==> src/rtl/cffpq_pkg.sv <==
// Package for the circular find-first-set priority queue.
// Holds widths, status codes and the command word shared by controller and datapath.
// No dependencies.
package cffpq_pkg;

	localparam int BUCKETS_DEF    = 64;
	localparam int FIFO_LOG2_DEF  = 4;
	localparam int PRIO_W         = 32;
	localparam int PKT_W          = 64;
	localparam int IDX_W          = 6;
	localparam int STATUS_W       = 2;

	localparam logic [STATUS_W-1:0] ST_OK    = 2'd0;
	localparam logic [STATUS_W-1:0] ST_EMPTY = 2'd1;
	localparam logic [STATUS_W-1:0] ST_FULL  = 2'd2;

	localparam logic CMD_ENQ = 1'b0;
	localparam logic CMD_DEQ = 1'b1;

	// commands from controller to datapath
	typedef struct packed {
		logic clear;   // zero one pointer entry after reset
		logic load;    // capture input word, read bucket pointers
		logic rd;      // read head packet of the target bucket
		logic exec;    // perform update, register result
	} dp_cmd_t;

endpackage

==> src/rtl/cffpq_ctrl.sv <==
// Controller: sequences pointer clear, then load, read, execute and output hold for one word.
// Depends on cffpq_pkg.
module cffpq_ctrl (
	input  logic               clk,
	input  logic               arst_n,
	input  logic               in_valid,
	output logic               in_ready,
	output logic               out_valid,
	input  logic               out_ready,
	input  logic               clr_last,
	output cffpq_pkg::dp_cmd_t cmd
);
	typedef enum logic [2:0] {S_CLR, S_IDLE, S_READ, S_EXEC, S_OUT} state_t;
	state_t state_q;

	assign in_ready = (state_q == S_IDLE);
	assign out_valid = (state_q == S_OUT);
	assign cmd.clear = (state_q == S_CLR);
	assign cmd.load = in_valid && in_ready;
	assign cmd.rd = (state_q == S_READ);
	assign cmd.exec = (state_q == S_EXEC);

	always_ff @(posedge clk or negedge arst_n) begin
		if (!arst_n) begin
			state_q <= S_CLR;
		end else begin
			unique case (state_q)
				S_CLR:  if (clr_last) state_q <= S_IDLE;
				S_IDLE: if (in_valid) state_q <= S_READ;
				S_READ: state_q <= S_EXEC;
				S_EXEC: state_q <= S_OUT;
				S_OUT:  if (out_ready) state_q <= S_IDLE;
				default: state_q <= S_IDLE;
			endcase
		end
	end
endmodule

==> config.mk <==
export PLATFORM = sky130hd
export DESIGN_NAME = cffpq_ctrl
export DESIGN_NICKNAME = d
export VERILOG_FILES = /design/src/rtl/cffpq_pkg.sv /design/src/rtl/cffpq_ctrl.sv
export SDC_FILE = /design/constraint.sdc
export NUM_CORES = 1
export LEC_CHECK = 0
export ABC_AREA = 1
export CAP_MARGIN = 20
export CORE_AREA = 3 3 40 42
export CTS_BUF_LIST = sky130_fd_sc_hd__clkbuf_4 sky130_fd_sc_hd__clkbuf_8
export CTS_CLUSTER_SIZE = 12
export DETAILED_ROUTE_END_ITERATION = 7
export DIE_AREA = 0 0 43 45
export DONT_BUFFER_PORTS = 1
export PLACE_DENSITY = 0.35
export SLEW_MARGIN = 25
export SYNTH_ARGS = -nofsm -noshare
export SYNTH_HDL_FRONTEND = slang
export SYNTH_SLANG_ARGS = --single-unit
==> constraint.sdc <==
create_clock -name clk -period 1 [get_ports clk]
set_input_delay 0.2 -clock clk [delete_from_list [all_inputs] [get_ports clk]]
set_output_delay 0.2 -clock clk [all_outputs]
set_load 0.005 [all_outputs]
==> flow_summary.json, run 1 <==
{
  "final_antenna_net_count": 0,
  "ys_warn_count": 0,
  "globalRouteTotalUtil_pct": 6.84,
  "period_minus_slack_ns": 1.15,
  "setup.worst_path.end_class": "primary output",
  "dp_hpwl_um": 418,
  "drv_cap": 0,
  "cp_slowest_stage_delay_ns": 0.45,
  "hold_viol_final": 0,
  "reg_top3": "state_q x3",
  "slew_violations": 0,
  "place_area_um2": 233,
  "drc": 0,
  "fin_area_um2": 349,
  "violations": "setup timing",
  "fin_cells": 56,
  "final_nets": 47,
  "grt_max_degree": 7,
  "critPathRequiredTime_ns": 0.80,
  "start_util_pct": 16.7,
  "portBuffers": 0,
  "finish.utilization_pct": 27.2,
  "gp_congestion": 0.660,
  "cts_buffer_depth": 2,
  "crit_path_start_kind": "flip-flop",
  "core_um2": 1280,
  "ios": 11,
  "netlist.top_cell.by_area": "dfrtp_1",
  "ctsRootBufferMaster": "clkbuf_4",
  "seq_area_frac_synth_pct": 35.1,
  "regMostFlops": "state_q",
  "antennaDiodeCount": 0,
  "path_cells": "inv_4 > nand3_4 > nor2_4",
  "tightestPinTransition_ns": 0.246,
  "viasPerCell": 3.80,
  "drt_pass1_iterations": 1,
  "rsz0062_at_grt": "true",
  "grt_overflow": 0,
  "tritoncts": "yes",
  "largest_reg_flops": 3,
  "synth_commonest_cells": "inv_1 (7), nand2_1 (4)",
  "die_w_um": 43,
  "antenna_found_initial": 0,
  "worstSkewPairLatency_ns": 0.23,
  "fmax_mhz": 868,
  "synth_enable_flop_cells": 0,
  "synth_ff_type": "dfrtp_1",
  "wl_per_cell_um": 9.50,
  "setup_ws_ns": -0.153,
  "htreeDepth": 1,
  "peakVddDrop_mv": 0.828,
  "drt_iter0_markers": 0,
  "setup_viol": 8,
  "cts_num_sinks": 3,
  "placementRows": 13,
  "grt_pass1_vias": 227,
  "run_status": "finished, violations left",
  "routed-via-count": 213,
  "min_period_over_period_pct": 115,
  "cp_slowest_cell": "dfrtp_2",
  "cts_buffers": 3,
  "die_height_um": 45,
  "synth_top_area_share_pct": 35.1,
  "syn_area_per_cell_um2": 6.90,
  "top_layer": "met3",
  "place_ws_ns": 0.0161,
  "finClkSkew_ns": 0.00165,
  "drive_above_1_share_pct": 63.4,
  "ys_types": 10,
  "whs_ns": 0.164,
  "max_slew_margin_pct": 83.4,
  "clk_pin_slew_worst_paths_ns": 0.03,
  "synth_fp_nets": 36,
  "crit_fanout": 4,
  "grt_pass1_wl_um": 890,
  "tns_ns": -0.960,
  "die_area_um2": 1940,
  "netlist_area_um2": 214,
  "synth-async-reset-ratio_pct": 100,
  "total_power_mw": 1.23,
  "yosysMostFrequentCell": "inv_1",
  "hold_path.class": "in2reg",
  "area_growth_pct": 63.2,
  "netlist_instances": 31,
  "yosys-top-cells-area": "dfrtp_1 (35%), nand3_2 (14%), inv_1 (12%)",
  "wl_met1_um": 205,
  "ys_ff_latch": 3,
  "power_density_nw_per_um2": 3530,
  "wirelength_um": 532,
  "worstSetupPathType": "reg2out",
  "wl_met2_um": 297,
  "p_leak_nw": 0.187,
  "post-place-cells": 46,
  "wl_met3_um": 29,
  "arrival_ns": 0.95
}
-- worst max-delay path, delay by kind of cell (launching register included) --
kind / cells / cell delay, ns
flops: 1 / 0.45
simple gates: 2 / 0.17
buf+inv: 1 / 0.10
-- per-layer routing --
metal,global-route usage (%),vias to the layer above
met1,5.83,95
met5,0,-
li1,-,113
met2,10.8,5
met4,7.23,0
met3,3.98,0
-- cell usage in the layout (no fill, tap or decap), types with 2 or more instances in the layout --
master,n
inv_1,5
buf_4,5
inv_2,4
clkbuf_4,4
nand3_2,3
nand2_1,3
dfrtp_2,3
nor2_4,2
nand3_1,2
nor2_1,2
-- layout make-up --
cell class                      count  area [µm²]
Clock buffer                        4        30.0
Fill cell                         154         936
Inverter                           10        40.0
Multi-Input combinational cell     18         134
Sequential cell                     3        78.8
Tap cell                           15        18.8
Timing Repair Buffer                6        47.5
-- power by group --
part / leakage (nW) / internal [mW] / switching [mW]
registers: 0.0338 / 0.195 / 0.127
logic: 0.135 / 0.323 / 0.351
clock network: 0.0184 / 0.176 / 0.0598
-- cells by family after synthesis --
kind of cell           count (synthesis)  synth area share, %
AND/OR/NAND/NOR                       17                 43.9
flip-flops                             3                 35.1
AO/OA/AOI/OAI                          1                 3.51
buffers and inverters                 10                 17.5
-- path summary, 6_finish.rpt --
| check | start | to | slack [ns] | depth (start not counted) |
|---|---|---|---|---|
| worst max-delay path | state_q[2] | cmd[2] | -0.15 | 3 |
| worst min-delay path | out_ready | state_q[2] | 0.16 | 3 |
| worst max register to register | state_q[0] | state_q[0] | -0.07 | 5 |
| worst min register to register | state_q[1] | state_q[2] | 0.61 | 2 |
| max in group asynchronous | arst_n | state_q[2] | 0.62 | 1 |
| min in group asynchronous | arst_n | state_q[0] | 0.22 | 1 |
-- repair_timing --
item / CTS / global route
hold endpoints to repair: 3 / 0
pin swaps: 1 / 1
setup buffers: 3 / 2
hold buffers: 1 / 0
gates resized for setup: 10 / 3
setup endpoints to repair: 6 / 8
Note: power is estimated with default switching activity, not from simulation.
==> run 2: changes to the inputs <==
Settings changed: SETUP_SLACK_MARGIN from default to 0.05.
==> run 2 against run 1 <==
The flow still finishes with violations (setup timing). Sequential cell count did not move. Non-clock buffer count increased by 2. Global-route usage is 0.67 points higher.
==> flow_summary.json, run 2 (same netlist as run 1, synthesis figures left out) <==
{
  "routed-via-count": 227,
  "peakVddDrop_mv": 0.803,
  "fmax_mhz": 861,
  "antenna_found_initial": 0,
  "worstSkewPairLatency_ns": 0.23,
  "htreeDepth": 1,
  "final_antenna_net_count": 0,
  "wirelength_um": 605,
  "portBuffers": 0,
  "cp_slowest_stage_delay_ns": 0.43,
  "crit_path_start_kind": "flip-flop",
  "post-place-cells": 46,
  "clk_pin_slew_worst_paths_ns": 0.04,
  "slew_violations": 0,
  "drv_cap": 0,
  "grt_pass1_wl_um": 986,
  "setup_viol": 9,
  "setup.worst_path.end_class": "primary output",
  "fin_cells": 58,
  "hold_viol_final": 0,
  "cts_buffer_depth": 2,
  "setup_ws_ns": -0.161,
  "area_growth_pct": 74.9,
  "place_ws_ns": 0.0161,
  "path_delay_family": "flip-flops",
  "path_cells": "buf_4 > nand3_4 > inv_1",
  "dp_hpwl_um": 418,
  "tritoncts": "yes",
  "placementRows": 13,
  "fillers": 147,
  "total_power_mw": 1.32,
  "finish.utilization_pct": 29.1,
  "reg2reg_from": "state_q[0]",
  "globalRouteTotalUtil_pct": 7.51,
  "drt_iter0_markers": 0,
  "whs_ns": 0.166,
  "rsz0062_at_grt": "true",
  "ctsRootBufferMaster": "clkbuf_4",
  "finClkSkew_ns": 0.00216,
  "grt_pass1_vias": 238,
  "place_area_um2": 233,
  "regMostFlops": "state_q",
  "tightestPinTransition_ns": 0.249,
  "fin_area_um2": 374,
  "die_area_um2": 1940,
  "die_w_um": 43,
  "p_leak_nw": 0.201,
  "min_period_over_period_pct": 116,
  "drive_above_1_share_pct": 67.4,
  "core_um2": 1280,
  "crit_start": "state_q[0]",
  "grt_overflow": 0,
  "crit_fanout": 5,
  "antennaDiodeCount": 0,
  "drt_pass1_iterations": 1,
  "hold_path.startpoint": "in_valid",
  "gp_congestion": 0.660,
  "max_slew_margin_pct": 83.3,
  "violations": "setup timing",
  "largest_reg_flops": 3,
  "viasPerCell": 3.91,
  "hold_path.class": "in2reg",
  "cts_buffers": 3,
  "layout_common_cells": "buf_4 (7), inv_1 (5)",
  "critPathRequiredTime_ns": 0.80,
  "reg_top3": "state_q x3",
  "run_status": "finished, violations left",
  "wl_per_cell_um": 10.4,
  "final_nets": 49,
  "drc": 0,
  "ios": 11,
  "worstSetupPathType": "reg2out",
  "die_height_um": 45,
  "cts_num_sinks": 3,
  "tns_ns": -1.05,
  "power_density_nw_per_um2": 3530,
  "period_minus_slack_ns": 1.16,
  "start_util_pct": 16.7,
  "arrival_ns": 0.96,
  "cp_slowest_cell": "dfrtp_2",
  "critPathBufInv": 2,
  "mostFrequentLayoutCell": "buf_4",
  "grt_max_degree": 7
}
run 2: cell types whose count changed in the layout (fill, tap and decap cells not counted), sizes merged:
| cell | delta |
|---|---|
| buf | +2 |
run 2: area by class of cell:
class	instances	area [µm²]	share of cell area [%]
repair buffers	8	62.6	16.7
flip-flops and latches	3	78.8	21.1
clock buffers	4	30.0	8.03
multi-input cells	18	144	38.5
well taps	15	18.8	5.02
inverters	10	40.0	10.7
run 2: layer usage:
metal  track usage, %  part of all wire, %
met1             6.07                   34
met5                0                    0
met3             4.38                  6.3
met2             12.6                   59
met4             7.23                    0
run 2: power by group:
part | switching, mW | total, mW | leakage [nW] | internal (mW)
registers | 0.110 | 0.305 | 0.0338 | 0.195
clock network | 0.0605 | 0.237 | 0.0184 | 0.176
logic | 0.404 | 0.779 | 0.149 | 0.374
run 2: what timing repair did:
item | in CTS | in global routing
endpoints found under the setup margin | 8 | 9
resized for setup | 11 | 4
setup buffers | 4 | 3
hold buffers | 1 | 0
endpoints found under the hold margin | 3 | 0
pin swaps | 3 | 4
run 2: worst register-to-register path: cells and delay by family (launching register included):
family	cells	cell delay (ns)
flops	1	0.43
simple gates	3	0.29
buf+inv	2	0.30
run 2: worst paths after layout:
path	cells past startpoint	end	slack (ns)
max	3	in_ready	-0.16
min	2	state_q[0]	0.17
max reg2reg	5	state_q[2]	-0.08
min reg2reg	2	state_q[2]	0.63
max in group asynchronous	1	state_q[2]	0.62
min in group asynchronous	1	state_q[0]	0.22
